==> src/design/cmaob_pkg.sv <==
// ----------------------------------------------------------------------------
// cmaob_pkg
// Shared types and constants for the coverage-masked over blend pipeline.
// ----------------------------------------------------------------------------
package cmaob_pkg;

    localparam logic [15:0] FULL_SQ    = 16'd65025;   // 255 * 255
    localparam logic [24:0] ALPHA_DIV  = 25'd130050;  // 2 * 65025
    localparam logic [24:0] ALPHA_BIAS = 25'd65025;

    localparam int unsigned FRONT_STAGES = 4;
    localparam int unsigned DIV_STAGES   = 8;         // one quotient bit each
    localparam int unsigned NUM_STG      = FRONT_STAGES + DIV_STAGES;

    // Configuration register indexes
    localparam logic [1:0] REG_SOURCE_RED     = 2'd0;
    localparam logic [1:0] REG_SOURCE_GREEN   = 2'd1;
    localparam logic [1:0] REG_SOURCE_BLUE    = 2'd2;
    localparam logic [1:0] REG_SOURCE_OPACITY = 2'd3;

    typedef struct packed {
        logic [7:0] blue;
        logic [7:0] green;
        logic [7:0] red;
        logic [7:0] alpha;
        logic       frame_end;
    } cmaob_pix_t;

    // Divider state that travels down the quotient stages
    typedef struct packed {
        logic [32:0] rem_b;
        logic [32:0] rem_g;
        logic [32:0] rem_r;
        logic [24:0] rem_a;
        logic [24:0] dvs;
        logic [7:0]  q_b;
        logic [7:0]  q_g;
        logic [7:0]  q_r;
        logic [7:0]  q_a;
        logic        bypass;
        cmaob_pix_t  pix;
    } cmaob_div_t;

endpackage

==> src/design/cmaob_front.sv <==
// ----------------------------------------------------------------------------
// cmaob_front
// Four register stages: source alpha, blend weights, channel products, and
// the rounded dividends and divisor for the quotient stages.
// ----------------------------------------------------------------------------
module cmaob_front
    import cmaob_pkg::*;
(
    input  logic                     aclk,
    input  logic [FRONT_STAGES-1:0]  en,
    input  logic [7:0]               src_red,
    input  logic [7:0]               src_green,
    input  logic [7:0]               src_blue,
    input  logic [7:0]               src_opacity,
    input  logic [7:0]               coverage,
    input  cmaob_pix_t               pix,
    output cmaob_div_t               div_out
);

    // stage 1
    logic [15:0] a1_reg, a1_next;
    logic        byp1_reg;
    cmaob_pix_t  pix1_reg;
    // stage 2
    logic [23:0] w1_reg, w1_next;
    logic [23:0] w2_reg, w2_next;
    logic        byp2_reg;
    cmaob_pix_t  pix2_reg;
    // stage 3
    logic [31:0] pb_reg, pg_reg, pr_reg;
    logic [31:0] qb_reg, qg_reg, qr_reg;
    logic [31:0] pb_next, pg_next, pr_next;
    logic [31:0] qb_next, qg_next, qr_next;
    logic [23:0] n3_reg, n3_next;
    logic        byp3_reg;
    cmaob_pix_t  pix3_reg;
    // stage 4
    cmaob_div_t  div_reg, div_next;
    logic [31:0] sum_b, sum_g, sum_r;

    always_comb begin
        a1_next = {8'b0, coverage} * {8'b0, src_opacity};

        // weight of source is A*255, weight of destination is Da*(65025-A)
        w1_next = {a1_reg, 8'b0} - {8'b0, a1_reg};
        w2_next = {16'b0, pix1_reg.alpha} * {8'b0, FULL_SQ - a1_reg};

        pb_next = {24'b0, src_blue}       * {8'b0, w1_reg};
        pg_next = {24'b0, src_green}      * {8'b0, w1_reg};
        pr_next = {24'b0, src_red}        * {8'b0, w1_reg};
        qb_next = {24'b0, pix2_reg.blue}  * {8'b0, w2_reg};
        qg_next = {24'b0, pix2_reg.green} * {8'b0, w2_reg};
        qr_next = {24'b0, pix2_reg.red}   * {8'b0, w2_reg};
        n3_next = w1_reg + w2_reg;

        // round half up: (2*num + N) / (2*N)
        sum_b = pb_reg + qb_reg;
        sum_g = pg_reg + qg_reg;
        sum_r = pr_reg + qr_reg;
        div_next.rem_b  = {sum_b, 1'b0} + {9'b0, n3_reg};
        div_next.rem_g  = {sum_g, 1'b0} + {9'b0, n3_reg};
        div_next.rem_r  = {sum_r, 1'b0} + {9'b0, n3_reg};
        div_next.rem_a  = {n3_reg, 1'b0} + ALPHA_BIAS;
        div_next.dvs    = {n3_reg, 1'b0};
        div_next.q_b    = '0;
        div_next.q_g    = '0;
        div_next.q_r    = '0;
        div_next.q_a    = '0;
        div_next.bypass = byp3_reg;
        div_next.pix    = pix3_reg;
    end

    always_ff @(posedge aclk) begin
        if (en[0]) begin
            a1_reg   <= a1_next;
            byp1_reg <= (coverage == 8'd0) || (src_opacity == 8'd0);
            pix1_reg <= pix;
        end
        if (en[1]) begin
            w1_reg   <= w1_next;
            w2_reg   <= w2_next;
            byp2_reg <= byp1_reg;
            pix2_reg <= pix1_reg;
        end
        if (en[2]) begin
            pb_reg   <= pb_next;
            pg_reg   <= pg_next;
            pr_reg   <= pr_next;
            qb_reg   <= qb_next;
            qg_reg   <= qg_next;
            qr_reg   <= qr_next;
            n3_reg   <= n3_next;
            byp3_reg <= byp2_reg;
            pix3_reg <= pix2_reg;
        end
        if (en[3]) begin
            div_reg <= div_next;
        end
    end

    assign div_out = div_reg;

endmodule

==> config.mk <==
export PLATFORM = sky130hd
export DESIGN_NAME = cmaob_front
export DESIGN_NICKNAME = d
export VERILOG_FILES = /design/src/design/cmaob_pkg.sv /design/src/design/cmaob_front.sv
export SDC_FILE = /design/constraint.sdc
export NUM_CORES = 2
export LEC_CHECK = 0
export ABC_CLOCK_PERIOD_IN_PS = 10000
export BUFFER_PORTS_ARGS = -buffer_cell sky130_fd_sc_hd__clkbuf_2
export CAP_MARGIN = 20
export CORE_MARGIN = 2
export CORE_UTILIZATION = 46
export DETAILED_ROUTE_END_ITERATION = 8
export PLACE_DENSITY_LB_ADDON = 0.08
export SLEW_MARGIN = 20
export SYNTH_ARGS = -nofsm -noshare
export SYNTH_HDL_FRONTEND = slang
export SYNTH_SLANG_ARGS = --single-unit
==> constraint.sdc <==
create_clock -name aclk -period 10 [get_ports aclk]
set_clock_uncertainty 0.2 [all_clocks]
set_input_delay 1 -clock aclk [delete_from_list [all_inputs] [get_ports aclk]]
set_output_delay 1 -clock aclk [all_outputs]
set_load 0.05 [all_outputs]
# Yosys cells after proc, flatten, opt, wreduce, memory -nomap -nowiden
# Index checks and enable logic that the tools add are counted.
# classes
n_reduce_logical	3
multipliers	8
n_addsub	10
# ops
cell	n
$mul A8 B24 Y32	6
$add A33 B24 Y33	3
$add A32 B32 Y32	3
$add A25 B16 Y25 const B	1
$add A24 B24 Y24	1
$mul A8 B16 Y24	1
$sub A24 B16 Y24	1
$logic_not A8 Y1	2
$mul A8 B8 Y16	1
$sub A16 B16 Y16 const A	1
$logic_or A1 B1 Y1	1
# word_totals
input_bits	78
regBits	564
output_inout_bits	215
elab_cells	60

# Depth between registers and ports, before layout
# logic_depth
depth_word	2
ltp_mapped	24
depth_no_buf	24

# Worst setup path after synthesis
# No wires, ideal clock.
# synth_path
path_kind	reg-to-reg
start	register a1_reg[5]
end	register w2_reg[22], data pin
setup_time_ns	0.258
path_slack_ns	3.729
path_buffers	0
path_stages_with_launch	23
period_less_slack_ns	6.271
arrival_time_ns	5.813
required_ns	9.542
path_cell_list	edfxtp_1 nor4_1 and2_1 nand2_1 nand2_1 xnor2_1 nand2_1 fa_1 inv_1 fa_1 fa_1 inv_1 fa_1 inv_1 ha_1 and2_1 a31o_2 nor3_1 o31ai_1 or4_1 a31o_2 a21oi_1 xnor2_1
# synth_between
elab_chain_len	2
# synth_lines
item	line	text
start: declaration	cmaob_front.sv:21	logic [15:0] a1_reg, a1_next;
start signal: assignment	cmaob_front.sv:75	a1_reg <= a1_next;
$sub A16 B16 Y16	cmaob_front.sv:46	w2_next = {16'b0, pix1_reg.alpha} * {8'b0, FULL_SQ - a1_reg};
$mul A8 B16 Y24	cmaob_front.sv:46	
net w2_next[22]	cmaob_front.sv:26	logic [23:0] w2_reg, w2_next;
end signal: assignment	cmaob_front.sv:81	w2_reg <= w2_next;
end: declaration	cmaob_front.sv:26	
# The timed path passes the listed nets, and every way through them passes these cells.
# A chain may end at the register's enable or synchronous reset.

# Final worst setup path
# Same ends and word-level chain as after synthesis.

==> run summary <==
LOGIC SYNTHESIS
------------------------------------------------------------------------------------
Share of flip-flops with an asynchronous set or reset after synthesis              0
Number of synthesis warnings                                                       0
Number of flops mapped to enable cells by yosys                                  552
Primary flip-flop cell chosen by synthesis mapping                      sky130_fd_sc_hd__edfxtp_1
Portion of the post-synthesis area used by sequential elements                 0.246
Unique masters post-synth                                                         88
Avg Synthesized Cell Area                                                 9.97 sq um
Post-Syn Area                                                           67,400 sq um
Cell count after synthesis                                                     6,764
Flip-flop and latch count after synthesis                                        552

SETUP PATH
------------------------------------------------------------------------------------
Critical Path Fanout Max                                                           8
Critical path class                                                       reg -> reg
Worst setup SP type                                                             flop
Critical path arrival                                                        7.34 ns
CP required                                                                 10.23 ns
Kind of capture point of the worst setup path                                   flop
Setup slack, reg-to-reg                                                      2.89 ns

STATUS
------------------------------------------------------------------------------------
Outcome                                                                    completed

CTS
------------------------------------------------------------------------------------
Setup Fix Bufs, Post-CTS                                                           0
Post-cts repair resize count                                                       0
Clock sink count                                                                 552
H-Tree Depth                                                                       3
Number of CTS-inserted buffers                                                    69
Number of buffers inserted for hold repair after clock tree synthesis              0
Root Buffer Master                                                      sky130_fd_sc_hd__clkbuf_16
Clock latency at the later pin of the worst-skew pair                        0.70 ns
Clock tree from TritonCTS                                                      built
Clock tree buffer depth                                                            3
Clock slew seen by the registers of the worst setup and hold paths           0.06 ns

ROUTING
------------------------------------------------------------------------------------
First-pass iteration count of the detailed router                                  5
Count of nets left with antenna violations after detail routing                    0
Mean routed wirelength per cell                                              21.2 um
DRC Markers                                                                        0
Vias/cell                                                                       5.37
Iteration-0 DRC Markers                                                        3,106
Vias                                                                          47,900
Final WL                                                                      189 mm

FINISH
------------------------------------------------------------------------------------
Area Growth Syn to Fin                                                         8.42%
Total Nets Final                                                               8,531
Leading cell types in the layout, fill and taps excluded                1,023 x sky130_fd_sc_hd__inv_1, 919 x sky130_fd_sc_hd__fa_1, 764 x sky130_fd_sc_hd__nand2_1
Max reg flops                                                                    170
Most common library cell in the layout ignoring fill and taps           sky130_fd_sc_hd__inv_1
Number of fillers in the final layout                                         13,500
Ratio of cells with drive above 1 in the final layout                         0.0718

TIMING
------------------------------------------------------------------------------------
Setup repair after global routing missed its margin                               no
Worst slew pin tran                                                          1.17 ns
Final slew viol count                                                              0
Final setup violation count                                                        0
Fin Setup TNS                                                                   0 ns
Peak Freq                                                                    141 MHz
Endpoints failing hold                                                             0
Post-route clock period utilization                                            0.711
Final critical path time including I/O delays and setup                      7.11 ns
Slew Limit Headroom                                                            0.218

MIN PATH
------------------------------------------------------------------------------------
Path class of the lowest-slack min-delay path                             reg -> reg

GRT
------------------------------------------------------------------------------------
Met1 demand-to-capacity share in global routing                                0.331
Wire length of the first global-routing pass                                  296 mm
Vias in the first global route                                                50,600
All-Layer GR Usage                                                             0.259
Global routing's busiest layer                                                  met2
Residual overflow from global routing                                              0
Pin count of the biggest net entering global routing                             144
Met2 Track Usage GR                                                            0.436
Initial antenna violation count                                                   12
Met3 Resource Use GR                                                          0.0397

FLOORPLAN
------------------------------------------------------------------------------------
Row count                                                                        140
Y dimension of the die                                                        387 um
Die Area                                                                150,000 sq um
Core Footprint                                                          146,000 sq um
Number of top-level design ports                                                 293
Starting density of the core                                                   0.463
Width of the chip                                                             387 um

PLACE
------------------------------------------------------------------------------------
HPWL Detailed                                                                 144 mm
Number of buffer cells added on primary ports                                    258
Final weighted congestion of routability-driven global placement               0.900

JOB
------------------------------------------------------------------------------------
Number of max-cap violations                                                       0

## cells in the mapped netlist, types with 14 or more instances
| master | n | area [sq um] |
|---|---|---|
| sky130_fd_sc_hd__o21ai_0 | 172 | 861 |
| sky130_fd_sc_hd__a211oi_1 | 35 | 263 |
| sky130_fd_sc_hd__o21a_1 | 59 | 443 |
| sky130_fd_sc_hd__a21oi_1 | 300 | 1500 |
| sky130_fd_sc_hd__nor2_1 | 212 | 796 |
| sky130_fd_sc_hd__fa_1 | 919 | 18400 |
| sky130_fd_sc_hd__nor3_1 | 63 | 315 |
| sky130_fd_sc_hd__xor2_1 | 105 | 920 |
| sky130_fd_sc_hd__a211o_1 | 17 | 149 |
| sky130_fd_sc_hd__clkbuf_1 | 216 | 811 |
| sky130_fd_sc_hd__or2_2 | 17 | 106 |
| sky130_fd_sc_hd__and2_1 | 752 | 4700 |
| sky130_fd_sc_hd__nand4_1 | 22 | 138 |
| sky130_fd_sc_hd__nand3_1 | 58 | 290 |
| sky130_fd_sc_hd__ha_1 | 588 | 7360 |
| sky130_fd_sc_hd__inv_1 | 1023 | 3840 |
| sky130_fd_sc_hd__a21boi_0 | 14 | 105 |
| sky130_fd_sc_hd__a21o_1 | 124 | 931 |
| sky130_fd_sc_hd__o21bai_1 | 41 | 308 |
| sky130_fd_sc_hd__edfxtp_1 | 552 | 16600 |
| sky130_fd_sc_hd__buf_4 | 45 | 338 |
| sky130_fd_sc_hd__nand2_1 | 764 | 2870 |
| sky130_fd_sc_hd__or3_1 | 19 | 119 |
| sky130_fd_sc_hd__nand2b_1 | 50 | 313 |
| sky130_fd_sc_hd__and3_1 | 32 | 200 |
| sky130_fd_sc_hd__a31oi_1 | 30 | 188 |
| sky130_fd_sc_hd__xnor2_1 | 297 | 2600 |
| sky130_fd_sc_hd__nor2b_1 | 49 | 307 |
## metal layers
layer  routed length (um)  vias up
li1                     -    22200
met4                 9380        2
met5                   11        -
met3                10800      292
met2                89500     1230
met1                79200    24200
## critical path: stages, from the launching register on
cell and delay (ns):
sky130_fd_sc_hd__edfxtp_1 0.48, sky130_fd_sc_hd__nor4_1 0.81, sky130_fd_sc_hd__and2_1 0.27, sky130_fd_sc_hd__nand2_1 0.09, sky130_fd_sc_hd__xnor2_1 0.53, sky130_fd_sc_hd__nand2_1 0.16, sky130_fd_sc_hd__fa_1 0.53, sky130_fd_sc_hd__inv_1 0.05
sky130_fd_sc_hd__fa_1 0.50, sky130_fd_sc_hd__fa_1 0.50, sky130_fd_sc_hd__inv_1 0.05, sky130_fd_sc_hd__fa_1 0.47, sky130_fd_sc_hd__inv_1 0.04, sky130_fd_sc_hd__ha_1 0.33, sky130_fd_sc_hd__nand2_1 0.08, sky130_fd_sc_hd__a2111oi_0 0.70
sky130_fd_sc_hd__nor3_1 0.16, sky130_fd_sc_hd__o31ai_1 0.37, sky130_fd_sc_hd__or4_1 0.19, sky130_fd_sc_hd__a31o_2 0.15, sky130_fd_sc_hd__a21oi_1 0.07, sky130_fd_sc_hd__xnor2_1 0.12
## stage by stage
stage	cells	cell area [sq um]	hold WS [ns]	utilization	setup WS [ns]
2_1_floorplan	6796	67600	0.200	-	3.73
3_3_place_gp	8792	70800	0.200	0.486	2.98
3_5_place_dp	8792	70800	0.205	0.486	2.91
4_1_cts	8912	73100	0.214	0.502	2.86
5_1_grt	8912	73100	0.222	0.502	2.30
6_report	8918	73100	0.216	0.502	2.89
## final timing paths
path | startpoint | endpoint | depth (start not counted)
setup reg to reg | a1_reg[5] | w2_reg[22] | 21
setup / recovery | a1_reg[5] | w2_reg[22] | 21
hold / removal | pix2_reg[5] | div_next[5] | 0
hold reg to reg | pix2_reg[5] | div_next[5] | 0
## area by class of cell
type | instances | area (sq um) | share of cell area
Timing Repair Buffer | 341 | 1950 | 0.0266
Inverter | 1023 | 3840 | 0.0525
Antenna cell | 6 | 15.0 | 0.000205
Clock buffer | 76 | 1750 | 0.0240
Clock inverter | 44 | 596 | 0.00815
Sequential cell | 552 | 16600 | 0.227
Multi-Input combinational cell | 4959 | 46000 | 0.629
Tap cell | 1917 | 2400 | 0.0328
## cells by family (layout without fill, tap and decap cells)
family | count (synthesis) | count (layout) | share of synthesized area
other | 2 | 40 | 0.000111
multiplexers | 3 | 3 | 0.000445
XOR/XNOR | 404 | 404 | 0.0529
flip-flops | 552 | 552 | 0.246
buffers and inverters | 1285 | 1484 | 0.0740
adder cells (fa/ha/maj) | 1507 | 1507 | 0.382
AO/OA/AOI/OAI | 923 | 923 | 0.0881
AND/OR/NAND/NOR | 2088 | 2088 | 0.157
Power is not shown: default switching activity piles up to over one toggle a cycle in this logic, so the estimate is an artifact.
