`config.mk`:
```
export PLATFORM = sky130hd
export DESIGN_NAME = cmaob_div_stage
export DESIGN_NICKNAME = d
export VERILOG_FILES = /design/src/design/cmaob_pkg.sv /design/src/design/cmaob_div_stage.sv
export SDC_FILE = /design/constraint.sdc
export NUM_CORES = 1
export LEC_CHECK = 0
export ABC_AREA = 1
export CORE_MARGIN = 5
export CORE_UTILIZATION = 55
export DETAILED_ROUTE_END_ITERATION = 8
export DONT_BUFFER_PORTS = 1
export PLACE_DENSITY = 0.7
export SYNTH_ARGS = -nofsm -noshare
export SYNTH_HDL_FRONTEND = slang
export SYNTH_SLANG_ARGS = --single-unit
```
`constraint.sdc`:
```
create_clock -name aclk -period 2.7 [get_ports aclk]
set_input_delay 0.27 -clock aclk [delete_from_list [all_inputs] [get_ports aclk]]
set_output_delay 0.27 -clock aclk [all_outputs]
set_load 0.01 [all_outputs]
```
`src/design/cmaob_pkg.sv`:
```
// ----------------------------------------------------------------------------
// cmaob_pkg
// Shared types and constants for the coverage-masked over blend pipeline.
// ----------------------------------------------------------------------------
package cmaob_pkg;

    localparam logic [15:0] FULL_SQ    = 16'd65025;   // 255 * 255
    localparam logic [24:0] ALPHA_DIV  = 25'd130050;  // 2 * 65025
    localparam logic [24:0] ALPHA_BIAS = 25'd65025;

    localparam int unsigned FRONT_STAGES = 4;
    localparam int unsigned DIV_STAGES   = 8;         // one quotient bit each
    localparam int unsigned NUM_STG      = FRONT_STAGES + DIV_STAGES;

    // Configuration register indexes
    localparam logic [1:0] REG_SOURCE_RED     = 2'd0;
    localparam logic [1:0] REG_SOURCE_GREEN   = 2'd1;
    localparam logic [1:0] REG_SOURCE_BLUE    = 2'd2;
    localparam logic [1:0] REG_SOURCE_OPACITY = 2'd3;

    typedef struct packed {
        logic [7:0] blue;
        logic [7:0] green;
        logic [7:0] red;
        logic [7:0] alpha;
        logic       frame_end;
    } cmaob_pix_t;

    // Divider state that travels down the quotient stages
    typedef struct packed {
        logic [32:0] rem_b;
        logic [32:0] rem_g;
        logic [32:0] rem_r;
        logic [24:0] rem_a;
        logic [24:0] dvs;
        logic [7:0]  q_b;
        logic [7:0]  q_g;
        logic [7:0]  q_r;
        logic [7:0]  q_a;
        logic        bypass;
        cmaob_pix_t  pix;
    } cmaob_div_t;

endpackage

```
`src/design/cmaob_div_stage.sv`:
```
// ----------------------------------------------------------------------------
// cmaob_div_stage
// One restoring division step: resolves one quotient bit for the three color
// channels and the alpha, then registers the remainders.
// ----------------------------------------------------------------------------
module cmaob_div_stage
    import cmaob_pkg::*;
#(
    parameter int unsigned SHIFT = 0
) (
    input  logic       aclk,
    input  logic       en,
    input  cmaob_div_t d_in,
    output cmaob_div_t d_out
);

    localparam logic [2:0]  QBIT    = 3'(SHIFT);
    localparam logic [24:0] ADIV_SH = ALPHA_DIV << SHIFT;

    logic [32:0] dvs_sh;
    cmaob_div_t  d_reg, d_next;

    always_comb begin
        dvs_sh = {8'b0, d_in.dvs} << SHIFT;
        d_next = d_in;
        if (d_in.rem_b >= dvs_sh) begin
            d_next.rem_b       = d_in.rem_b - dvs_sh;
            d_next.q_b[QBIT]   = 1'b1;
        end
        if (d_in.rem_g >= dvs_sh) begin
            d_next.rem_g       = d_in.rem_g - dvs_sh;
            d_next.q_g[QBIT]   = 1'b1;
        end
        if (d_in.rem_r >= dvs_sh) begin
            d_next.rem_r       = d_in.rem_r - dvs_sh;
            d_next.q_r[QBIT]   = 1'b1;
        end
        if (d_in.rem_a >= ADIV_SH) begin
            d_next.rem_a       = d_in.rem_a - ADIV_SH;
            d_next.q_a[QBIT]   = 1'b1;
        end
    end

    always_ff @(posedge aclk) begin
        if (en) begin
            d_reg <= d_next;
        end
    end

    assign d_out = d_reg;

endmodule

```
* Word level (Yosys, flattened, before mapping) *
Index checks and enable logic that the tools add are counted.

word-level totals
  bits in registers = 215
  word-level logic and storage cells = 31

operators by class
  add/sub/neg operators = 4
  order comparisons = 4
  mux-type cells = 4

operators by type and width
  cell                    number
  $ge 33x25->1            3
  $mux 33                 3
  $sub 33x25->33          3
  $ge 25x17->1 const B    1
  $mux 25                 1
  $sub 25x17->25 const B  1

* Longest topological paths before layout *
Gate-level depths: netlist of the first run.

  depth after elaboration = 2
  depth in mapped cells = 15

* Worst setup path before layout of the first run *
OpenSTA, ideal clock, no wires.

  kind = input to register
  start = input d_in[90] (netlist bit)
  end = register d_reg, in the netlist d_out[185], data pin
  setup time = 255 ps
  arrival time = 1755 ps
  slack = 691 ps
  stages on the path = 11
  cell sequence = inv_1 > ha_1 > nand2_1 > inv_1 > a21oi_1 > nand2_1 > a21oi_1 > nand4_4 > buf_6 > nand2_1 > nand2_1

RTL lines
  what                  RTL line               text
  from (decl)           cmaob_div_stage.sv:13  input cmaob_div_t d_in,
  to (signal assigned)  cmaob_div_stage.sv:46  d_reg <= d_next;
  to (decl)             cmaob_div_stage.sv:21  cmaob_div_t d_reg, d_next;

==> impl_metrics.py, run 1 <==
metrics = {
    "outcome": {
        "violations": "hold timing",
        "status": "finished, violations left",
    },
    "place": {
        "gp_congestion": 1.01,
        "place.detailed.hpwl_mm": 44.7,
        "dp.cells": 2636,
        "port-buffer-count": 0,
    },
    "clock_network": {
        "path_clk_slew_ns": 0.06,
        "cts-buffers-inserted": 23,
        "hold_buffers": 186,
        "cts.path.max_buffers": 3,
        "cts_max_level": 1,
        "cts_tree": "built",
        "post-cts-setup-buffers": 0,
        "clkSinkCount": 215,
        "clock-root-buffer": "clkbuf_16",
        "ctsResizeCount": 0,
    },
    "min_path": {
        "hold_path_class": "input pin to flip-flop",
    },
    "timing": {
        "post-route-min-period_ns": 2.16,
        "maxSlewHeadroom_pct": 40.3,
        "final_hold_viol_count": 19,
        "max_freq_ghz": 0.464,
        "setup_viol": 0,
        "setup_tns_ns": 0,
        "drv_slew": 0,
        "worst_pin_slew_ns": 0.895,
        "fin_hold_ws_ns": -0.147,
        "rsz0062_at_grt": "false",
        "min_period_over_period_pct": 79.9,
    },
    "detailed_routing": {
        "dr.pass1.iters": 6,
        "vias_per_cell": 5.40,
        "met1Wirelength_mm": 22.6,
        "first_iter_violations": 1469,
        "wirelength_mm": 59.7,
        "drc": 0,
        "wl_per_cell_um": 20.8,
        "routed-wl-met2_mm": 27.5,
        "topRoutingLayerUsed": "met5",
        "vias": 15500,
        "ant_nets": 0,
        "routed-wl-met3_mm": 6.42,
    },
    "critical_path": {
        "crit_slowest_cell": "ha_1",
        "worstPathMaxFanout": 26,
        "crit_type": "input pin to flip-flop",
        "critPathArrivalTime_ns": 2.43,
        "max_stage_delay_ns": 0.43,
        "worstPathCellList": "inv_1 -> ha_1 -> nand2_1 -> nor2_1 -> inv_1 -> nor3_1 -> nand3_1 -> nand3_2 -> inv_2 -> buf_12 -> nand2_1 -> nand2_1",
        "cp-start-kind": "input pin",
        "crit_required_ns": 2.98,
        "cpMostUsedCell": "nand2_1",
        "timing.critical_path.to_type": "flip-flop",
    },
    "cells_and_area": {
        "layout.cells.non_filler": 2862,
        "drive_above_1_share_pct": 3.43,
        "utilization_pct": 66.2,
        "n_fill_cell": 2510,
        "final_common_cell": "nand2_1",
        "area_delta_synth_final_pct": 19.4,
        "fin_nets": 2759,
        "largest_reg_flops": 215,
        "final_cell_mix": "nand2_1 (950), inv_1 (447), edfxtp_1 (215), dlygate4sd3_1 (186), nor2_1 (139)",
    },
    "grt": {
        "grt_pass1_vias": 14900,
        "overflow": 0,
        "grt_max_degree": 216,
        "grt_pass1_wl_mm": 88.8,
        "antenna_found_initial": 3,
        "grt_usage_pct": 35.5,
    },
    "yosys": {
        "yosysUniqueCellTypes": 36,
        "avgSynthCellArea_sq_um": 7.02,
        "synthCells": 2256,
        "ys_seq_elements": 215,
        "yosysWarnings": 0,
        "synth_nets": 2552,
        "synth_area_sq_um": 15800,
        "yosysSeqAreaShare_pct": 40.8,
    },
    "floorplan": {
        "std_cell_rows": 62,
        "initial_core_util_pct": 55.5,
        "die_h_um": 180,
        "num_io_pins": 432,
        "core_sq_um": 28500,
        "fp.dieW_um": 180,
        "die_area_sq_um": 32300,
    },
    "power": {
        "p_clk_share_pct": 31.9,
        "total_power_w": 0.00984,
        "power_frac_comb_pct": 21.7,
        "switching_share_pct": 31.9,
        "power.switching_w": 0.00314,
        "seqPwrFrac_pct": 46.4,
        "cell_internal_pwr_w": 0.00670,
        "vdd_ir_drop_max_mv": 0.476,
        "powerDensity_nw_per_um2": 520,
        "leakage_nw": 9.63,
    },
    "flow_run": {
        "drv_cap": 0,
    },
}
[cells by family after synthesis]
family                   after synthesis  synth area share (%)
AO/OA/AOI/OAI                         85                  2.84
AND/OR/NAND/NOR                     1348                  35.2
XOR/XNOR                              56                  3.10
adder cells (fa/ha/maj)               79                  6.38
buffers and inverters                473                  11.7
flip-flops                           215                  40.8
[critical path, delay by kind of cell]
family	cells	cell delay, ns
adder cells (fa/ha/maj)	1	0.43
buffers and inverters	4	0.47
AND/OR/NAND/NOR	7	1.24
[synthesized netlist by cell type (all sizes together)]
cell type  instances  area share, %
nand2            951             23
nor4               2           0.17
xor2              54            3.0
nor3              35            1.1
clkbuf             5           0.12
a21boi             1          0.047
edfxtp           215             41
buf               18           0.93
a31oi              1          0.040
a21oi             57            1.9
inv              450             11
fa                 3           0.38
nand3            118            3.9
ha                76            6.0
or2               12           0.47
a211oi             1          0.047
and2              17           0.67
o21a               1          0.047
nor2             147            3.6
nand4             51            2.1
xnor2              2           0.11
o21ai             24           0.76
nand2b             8           0.32
nand3b             7           0.33
[power by group through the flow]
stage	Combinational [W]	Sequential, W	Clock (W)
3_5_place_dp	0.00182	0.00462	0
2_1_floorplan	0.00136	0.00449	0
5_1_grt	0.00236	0.00458	0.00333
4_1_cts	0.00207	0.00456	0.00313
6_report	0.00213	0.00457	0.00314
3_3_place_gp	0.00180	0.00463	0
[layout make-up]
| cell class | count | area [sq um] | area share (%) |
|---|---|---|---|
| inverters | 450 | 1690 | 8.93 |
| multi-input cells | 1568 | 7530 | 39.8 |
| flip-flops and latches | 215 | 6460 | 34.1 |
| repair buffers | 205 | 2040 | 10.8 |
| clock buffers | 25 | 583 | 3.08 |
| diodes | 1 | 2.50 | 0.0132 |
| well taps | 384 | 480 | 2.54 |
| clock inverters | 14 | 125 | 0.662 |
[metrics by stage]
step           worst slack (ns)  area, sq um
2_1_floorplan             0.691        15800
3_3_place_gp             0.0366        16300
3_5_place_dp             0.0579        16300
4_1_cts                   0.599        18900
5_1_grt                   0.387        18900
6_report                  0.544        18900
[worst paths after layout]
path,start,to,slack (ns),cells past startpoint
worst max-delay path,d_in[78],d_out[120],0.54,12
worst min-delay path,en,d_out[207],-0.15,0
[routing by layer]
layer  vias to the layer above  track usage (%)
li1                       7440                -
met1                      7008             43.0
met2                       839             59.3
met3                       166             10.3
met4                         2             15.2
met5                         -                0
Power figures use the tool's default switching activity.
==> run 2: changes to the inputs <==
--- a/config.mk
+++ b/config.mk
@@ -5,12 +5,12 @@
 export SDC_FILE = /design/constraint.sdc
 export NUM_CORES = 1
 export LEC_CHECK = 0
-export ABC_AREA = 1
-export CORE_MARGIN = 5
-export CORE_UTILIZATION = 55
+export ABC_AREA = 0
+export CORE_AREA = 5 5 164 166
 export DETAILED_ROUTE_END_ITERATION = 8
+export DIE_AREA = 0 0 169 171
 export DONT_BUFFER_PORTS = 1
-export PLACE_DENSITY = 0.7
+export PLACE_DENSITY = 0.69
 export SYNTH_ARGS = -nofsm -noshare
 export SYNTH_HDL_FRONTEND = slang
 export SYNTH_SLANG_ARGS = --single-unit
==> constraint.sdc (replaced) <==
create_clock -name aclk -period 1.75 [get_ports aclk]
set_input_delay 0.175 -clock aclk [delete_from_list [all_inputs] [get_ports aclk]]
set_output_delay 0.175 -clock aclk [all_outputs]
set_load 0.01 [all_outputs]
==> run 2 against run 1 <==
  * The run ends with hold timing, setup timing left
  * Design area is 11% higher
  * Utilization up 16 points
  * Cell count decreased by 27%
  * Via count down 15%
  * Synthesized cell count is 47% lower
  * Worst setup slack got worse by 1.1 ns
  * Clock-buffer cell count rose by 1
  * Clock power rose by 68%
  * Hold slack got worse by 0.068 ns
  * Sequential power increased by 55%
  * Critical path type unchanged
  * Largest power group unchanged
==> impl_metrics.py, run 2 <==
metrics = {
    "critical_path": {
        "worstPathCellList": "inv_16 -> buf_8 -> ha_4 -> nor2b_4 -> o31a_1 -> o221a_4 -> a211oi_4 -> a2111oi_4 -> nor2_4 -> buf_6 -> mux2_4",
        "worstPathMaxFanout": 7,
        "critPathArrivalTime_ns": 2.53,
        "timing.critical_path.to_type": "flip-flop",
        "crit_slowest_cell": "nor2_4",
        "cp-start-kind": "input pin",
        "max_stage_delay_ns": 0.34,
        "crit_type": "input pin to flip-flop",
        "crit_required_ns": 2.01,
    },
    "cells_and_area": {
        "final_cell_mix": "buf_4 (289), edfxtp_1 (215), dlygate4sd3_1 (214), nand2_1 (94), nor2_1 (60)",
        "area_delta_synth_final_pct": 63.4,
        "utilization_pct": 82.4,
        "fin_area_sq_um": 21000,
        "final_common_cell": "buf_4",
        "fin_nets": 2037,
        "drive_above_1_share_pct": 36.8,
        "diodes": 0,
        "largest_reg_flops": 215,
    },
    "grt": {
        "grt_max_degree": 216,
        "overflow": 0,
        "grt_usage_pct": 34.6,
        "grt_pass1_wl_mm": 77.4,
        "grt_pass1_vias": 13100,
        "antenna_found_initial": 0,
    },
    "place": {
        "place.detailed.hpwl_mm": 33.8,
        "pre_cts_ws_ns": -1.12,
        "gp_congestion": 0.963,
        "port-buffer-count": 0,
        "dpl_cell_area_sq_um": 15900,
    },
    "yosys": {
        "synthAdderAreaFrac_pct": 7.87,
        "yosysUniqueCellTypes": 73,
        "netlist_top_cells_count": "edfxtp_1 (215), nand2_1 (130), o21ai_0 (78)",
        "synth_top_family_by_area": "compound AO/OA/AOI/OAI gates",
        "yosysWarnings": 0,
        "synth_area_sq_um": 12800,
        "synth_ff_type": "edfxtp_1",
        "synth_top_area_share_pct": 50.3,
        "synthSimpleGateAreaFrac_pct": 13.8,
        "yosysTopAreaCell": "edfxtp_1",
        "avgSynthCellArea_sq_um": 10.8,
        "synthCells": 1187,
        "synth_xor_xnor_area_share_pct": 6.68,
        "synth_edf_count": 215,
        "yosysSeqAreaShare_pct": 50.3,
        "synth_area_leaders": "edfxtp_1 (50%), ha_1 (7.4%), nand2_1 (3.8%)",
        "synth_compound_area_share_pct": 17.7,
        "synthMuxAreaShare_pct": 0.604,
        "yosysMostFrequentCell": "edfxtp_1",
        "synth_nets": 1483,
        "async_flop_share_pct": 0,
        "ys_seq_elements": 215,
    },
    "power": {
        "switching_share_pct": 28.9,
        "leakage_nw": 8.27,
        "p_clk_share_pct": 31.7,
        "vdd_ir_drop_max_mv": 0.908,
        "seqPwrFrac_pct": 42.4,
        "power_frac_comb_pct": 25.9,
        "cell_internal_pwr_w": 0.0118,
        "power.switching_w": 0.00482,
        "powerDensity_nw_per_um2": 794,
    },
    "outcome": {
        "status": "finished, violations left",
        "violations": "hold timing, setup timing",
    },
    "detailed_routing": {
        "routed-wl-met3_mm": 5.83,
        "wirelength_mm": 56.5,
        "first_iter_violations": 1341,
        "ant_nets": 0,
        "topRoutingLayerUsed": "met4",
        "drc": 0,
        "dr.pass1.iters": 6,
        "met1Wirelength_mm": 18.9,
        "routed-wl-met2_mm": 28.5,
        "vias": 13100,
        "vias_per_cell": 6.27,
        "wl_per_cell_um": 27.0,
    },
    "timing": {
        "worst_slack_ns": -0.519,
        "worst_pin_slew_ns": 0.504,
        "setup_viol": 102,
        "max_freq_ghz": 0.441,
        "min_period_over_period_pct": 130,
        "maxSlewHeadroom_pct": 65.6,
        "drv_slew": 0,
        "rsz0062_at_grt": "true",
        "setup_tns_ns": -39.09,
        "fin_hold_ws_ns": -0.215,
        "post-route-min-period_ns": 2.27,
        "final_hold_viol_count": 173,
    },
    "floorplan": {
        "std_cell_rows": 59,
        "num_io_pins": 432,
        "die_h_um": 171,
        "core_sq_um": 25500,
        "fp.dieW_um": 169,
        "initial_core_util_pct": 50.4,
        "die_area_sq_um": 28900,
    },
    "min_path": {
        "hold_path_class": "input pin to flip-flop",
        "hold_start": "en",
        "min_to": "d_out[210]",
        "hold_depth": 0,
    },
    "clock_network": {
        "path_clk_slew_ns": 0.07,
        "cts_tree": "built",
        "cts-buffers-inserted": 23,
        "cts_max_level": 1,
        "cts.path.max_buffers": 3,
        "clkSinkCount": 215,
        "clock-root-buffer": "clkbuf_16",
    },
    "flow_run": {
        "drv_cap": 0,
    },
}
run 2: area by class of cell:
type,instances,area (sq um)
repair buffers,572,5460
flip-flops and latches,215,6460
multi-input cells,879,7610
well taps,335,419
clock inverters,14,203
fillers,1353,4490
inverters,50,245
clock buffers,26,587
run 2: logic make-up (layout without fill, tap and decap cells):
family          Yosys count  in the layout
flops                   215            215
fa+ha+maj                79             79
compound gates          333            333
xor+xnor                 98             98
simple gates            362            362
mux                       7              7
buf+inv                  93            662
run 2: power by group through the flow:
| stage | clock [W] | combinational [W] | sequential [W] |
|---|---|---|---|
| after global placement | 0 | 0.00300 | 0.00714 |
| after floorplan | 0 | 0.00186 | 0.00696 |
| after detailed placement | 0 | 0.00305 | 0.00715 |
| final | 0.00528 | 0.00432 | 0.00707 |
| after global routing | 0.00554 | 0.00457 | 0.00710 |
| after CTS | 0.00519 | 0.00383 | 0.00705 |
run 2: timing repair:
item                       4_1_cts  5_1_grt
resized for setup              215      112
setup endpoints to repair      102      102
hold endpoints to repair       428      216
cloned                          13        3
pin swaps                       88       68
buffers inserted                37       24
hold buffers                   213        1
run 2: how the worst max path moves through the flow:
stage                         from          to  slack [ns]
after floorplan           d_in[73]  d_out[202]       -0.76
after global placement    d_in[74]  d_out[119]       -0.99
after detailed placement  d_in[74]  d_out[144]       -1.12
after CTS                 d_in[68]  d_out[175]       -0.42
after global routing      d_in[68]  d_out[133]       -0.54
final                     d_in[67]  d_out[133]       -0.52
run 2: stage by stage:
stage	std cells	total power, W
2_1_floorplan	1187	0.00882
3_3_place_gp	1776	0.0101
3_5_place_dp	1776	0.0102
4_1_cts	2071	0.0161
5_1_grt	2091	0.0172
6_report	2091	0.0167
run 2: per-layer routing:
layer | up-vias | global-route usage (%)
met5 | - | 0
met4 | 0 | 14.5
met3 | 255 | 8.92
met2 | 989 | 61.9
met1 | 6303 | 39.3
li1 | 5563 | -
run 2: worst max-delay path, delay by kind of cell:
| kind | cells | cell delay, ns |
|---|---|---|
| AO/OA/AOI/OAI | 4 | 1.04 |
| buffers and inverters | 3 | 0.33 |
| multiplexers | 1 | 0.31 |
| adder cells (fa/ha/maj) | 1 | 0.21 |
| AND/OR/NAND/NOR | 2 | 0.46 |
==> run 3: changes to the inputs <==
--- a/config.mk
+++ b/config.mk
@@ -6,11 +6,13 @@
 export NUM_CORES = 1
 export LEC_CHECK = 0
 export ABC_AREA = 0
-export CORE_AREA = 5 5 164 166
+export CELL_PAD_IN_SITES_DETAIL_PLACEMENT = 0
+export CELL_PAD_IN_SITES_GLOBAL_PLACEMENT = 1
+export CORE_MARGIN = 5
+export CORE_UTILIZATION = 44
 export DETAILED_ROUTE_END_ITERATION = 8
-export DIE_AREA = 0 0 169 171
 export DONT_BUFFER_PORTS = 1
-export PLACE_DENSITY = 0.69
+export PLACE_DENSITY_LB_ADDON = 0.1
 export SYNTH_ARGS = -nofsm -noshare
 export SYNTH_HDL_FRONTEND = slang
 export SYNTH_SLANG_ARGS = --single-unit
==> run 3 against run 2 <==
  * The run still ends with hold timing, setup timing left
  * First-iteration DRC count decreased by 48%
  * Sequential power about the same
  * Hold slack got worse by 0.018 ns
  * Maximum frequency increased by 4.1%
  * Critical endpoint is now d_out[202]
  * Largest cell class unchanged
==> impl_metrics.py, run 3 (synthesis results as in run 2) <==
metrics = {
    "outcome": {
        "status": "finished, violations left",
        "violations": "hold timing, setup timing",
    },
    "cells_and_area": {
        "fin_area_sq_um": 21100,
        "fin_nets": 2074,
        "final_cell_mix": "buf_4 (323), dlygate4sd3_1 (216), edfxtp_1 (215), nand2_1 (111), nor2_1 (57)",
        "utilization_pct": 73.2,
        "area_delta_synth_final_pct": 64.1,
        "final_common_cell": "buf_4",
        "drive_above_1_share_pct": 37.4,
        "largest_reg_flops": 215,
    },
    "timing": {
        "post-route-min-period_ns": 2.18,
        "drv_slew": 0,
        "fin_hold_ws_ns": -0.232,
        "final_hold_viol_count": 77,
        "min_period_over_period_pct": 125,
        "max_freq_ghz": 0.459,
        "maxSlewHeadroom_pct": 48.3,
        "setup_viol": 101,
        "worst_slack_ns": -0.430,
        "rsz0062_at_grt": "true",
        "worst_pin_slew_ns": 0.756,
    },
    "flow_run": {
        "drv_cap": 0,
    },
    "detailed_routing": {
        "dr.pass1.iters": 5,
        "wirelength_mm": 49.2,
        "wl_per_cell_um": 22.5,
        "drc": 0,
        "first_iter_violations": 693,
        "vias_per_cell": 5.51,
        "vias": 12000,
        "ant_nets": 0,
    },
    "grt": {
        "antenna_found_initial": 1,
        "overflow": 0,
        "grt_pass1_vias": 12100,
        "grt_max_degree": 216,
        "grt_usage_pct": 28.2,
        "grt_pass1_wl_mm": 72.0,
    },
    "clock_network": {
        "clock-root-buffer": "clkbuf_16",
        "cts_max_level": 1,
        "path_clk_slew_ns": 0.06,
        "cts.path.max_buffers": 3,
        "cts_tree": "built",
        "hold_buffers": 217,
        "clkSinkCount": 215,
        "cts-buffers-inserted": 24,
    },
    "critical_path": {
        "crit_required_ns": 2.03,
        "crit_type": "input pin to flip-flop",
        "cp-start-kind": "input pin",
        "critPathArrivalTime_ns": 2.46,
        "worstPathMaxFanout": 4,
        "timing.critical_path.to_type": "flip-flop",
    },
    "floorplan": {
        "fp.dieW_um": 181,
        "core_sq_um": 28800,
        "die_h_um": 181,
        "die_area_sq_um": 32700,
        "num_io_pins": 432,
        "std_cell_rows": 62,
        "initial_core_util_pct": 44.6,
    },
    "min_path": {
        "hold_path_class": "input pin to flip-flop",
        "min_to": "d_out[46]",
        "hold_start": "en",
        "hold_depth": 0,
    },
    "power": {
        "vdd_ir_drop_max_mv": 0.626,
        "leakage_nw": 8.40,
        "powerDensity_nw_per_um2": 762,
    },
    "place": {
        "place.detailed.hpwl_mm": 33.9,
        "port-buffer-count": 0,
        "gp_congestion": 0.901,
        "dpl_cell_area_sq_um": 16100,
    },
}
-- run 3: cell count changes in the layout (fill, tap and decap cells not counted), moves of 6 or more --
cell        before  now
o21ai_4         10    4
buf_4          289  323
clkinvlp_4       5   11
nand2_1         94  111
o21ai_2         37   50
nand2_2         30   11
-- run 3: worst max-delay path, cell delays in order --
cell,delay (ns)
clkinvlp_4,0.10
buf_4,0.17
ha_4,0.22
buf_6,0.12
nand2_2,0.06
o21ai_2,0.07
or3_4,0.34
o2111a_1,0.26
o41a_1,0.40
a2111o_1,0.43
o211a_1,0.11
-- run 3: what timing repair did --
action | 4_1_cts | 5_1_grt
gates cloned | 9 | 0
pin swaps | 75 | 77
setup endpoints to repair | 102 | 104
buffers inserted | 52 | 32
endpoints found under the hold margin | 430 | 215
resized for setup | 180 | 116
-- run 3: metal layers --
layer,GRT usage [%],part of all wire [%]
met3,7.48,8.0
met1,32.9,37
met2,50.0,51
met4,9.92,4.1
met5,0,0
-- run 3: final cells by class --
cell class | instances | area (sq um)
diodes | 1 | 2.50
flip-flops and latches | 215 | 6460
clock buffers | 31 | 648
multi-input cells | 879 | 7480
fillers | 1985 | 7710
repair buffers | 608 | 5650
inverters | 50 | 260
well taps | 384 | 480
clock inverters | 13 | 91.3
-- run 3: per-stage QoR --
step	setup TNS, ns	std cells	setup WS (ns)	power, W
3_3_place_gp	-84.76	1832	-1.10	0.0102
6_report	-28.00	2181	-0.430	0.0160
3_5_place_dp	-86.52	1832	-1.07	0.0102
4_1_cts	-27.70	2153	-0.408	0.0159
2_1_floorplan	-53.10	1187	-0.759	0.00882
5_1_grt	-36.36	2181	-0.493	0.0167
-- run 3: worst max path at each step --
stage | cells past startpoint | from | slack [ns] | endpoint
after global routing | 11 | d_in[68] | -0.49 | d_out[177]
after global placement | 10 | d_in[89] | -1.10 | d_out[146]
after detailed placement | 10 | d_in[68] | -1.07 | d_out[213]
final | 11 | d_in[74] | -0.43 | d_out[202]
after CTS | 11 | d_in[68] | -0.41 | d_out[213]
after floorplan | 9 | d_in[73] | -0.76 | d_out[202]
-- run 3: power by group --
part / internal (W) / switching [W]
Clock: 0.00276 / 0.00206
Combinational: 0.00230 / 0.00187
Sequential: 0.00643 / 0.000627
Total: 0.0115 / 0.00455
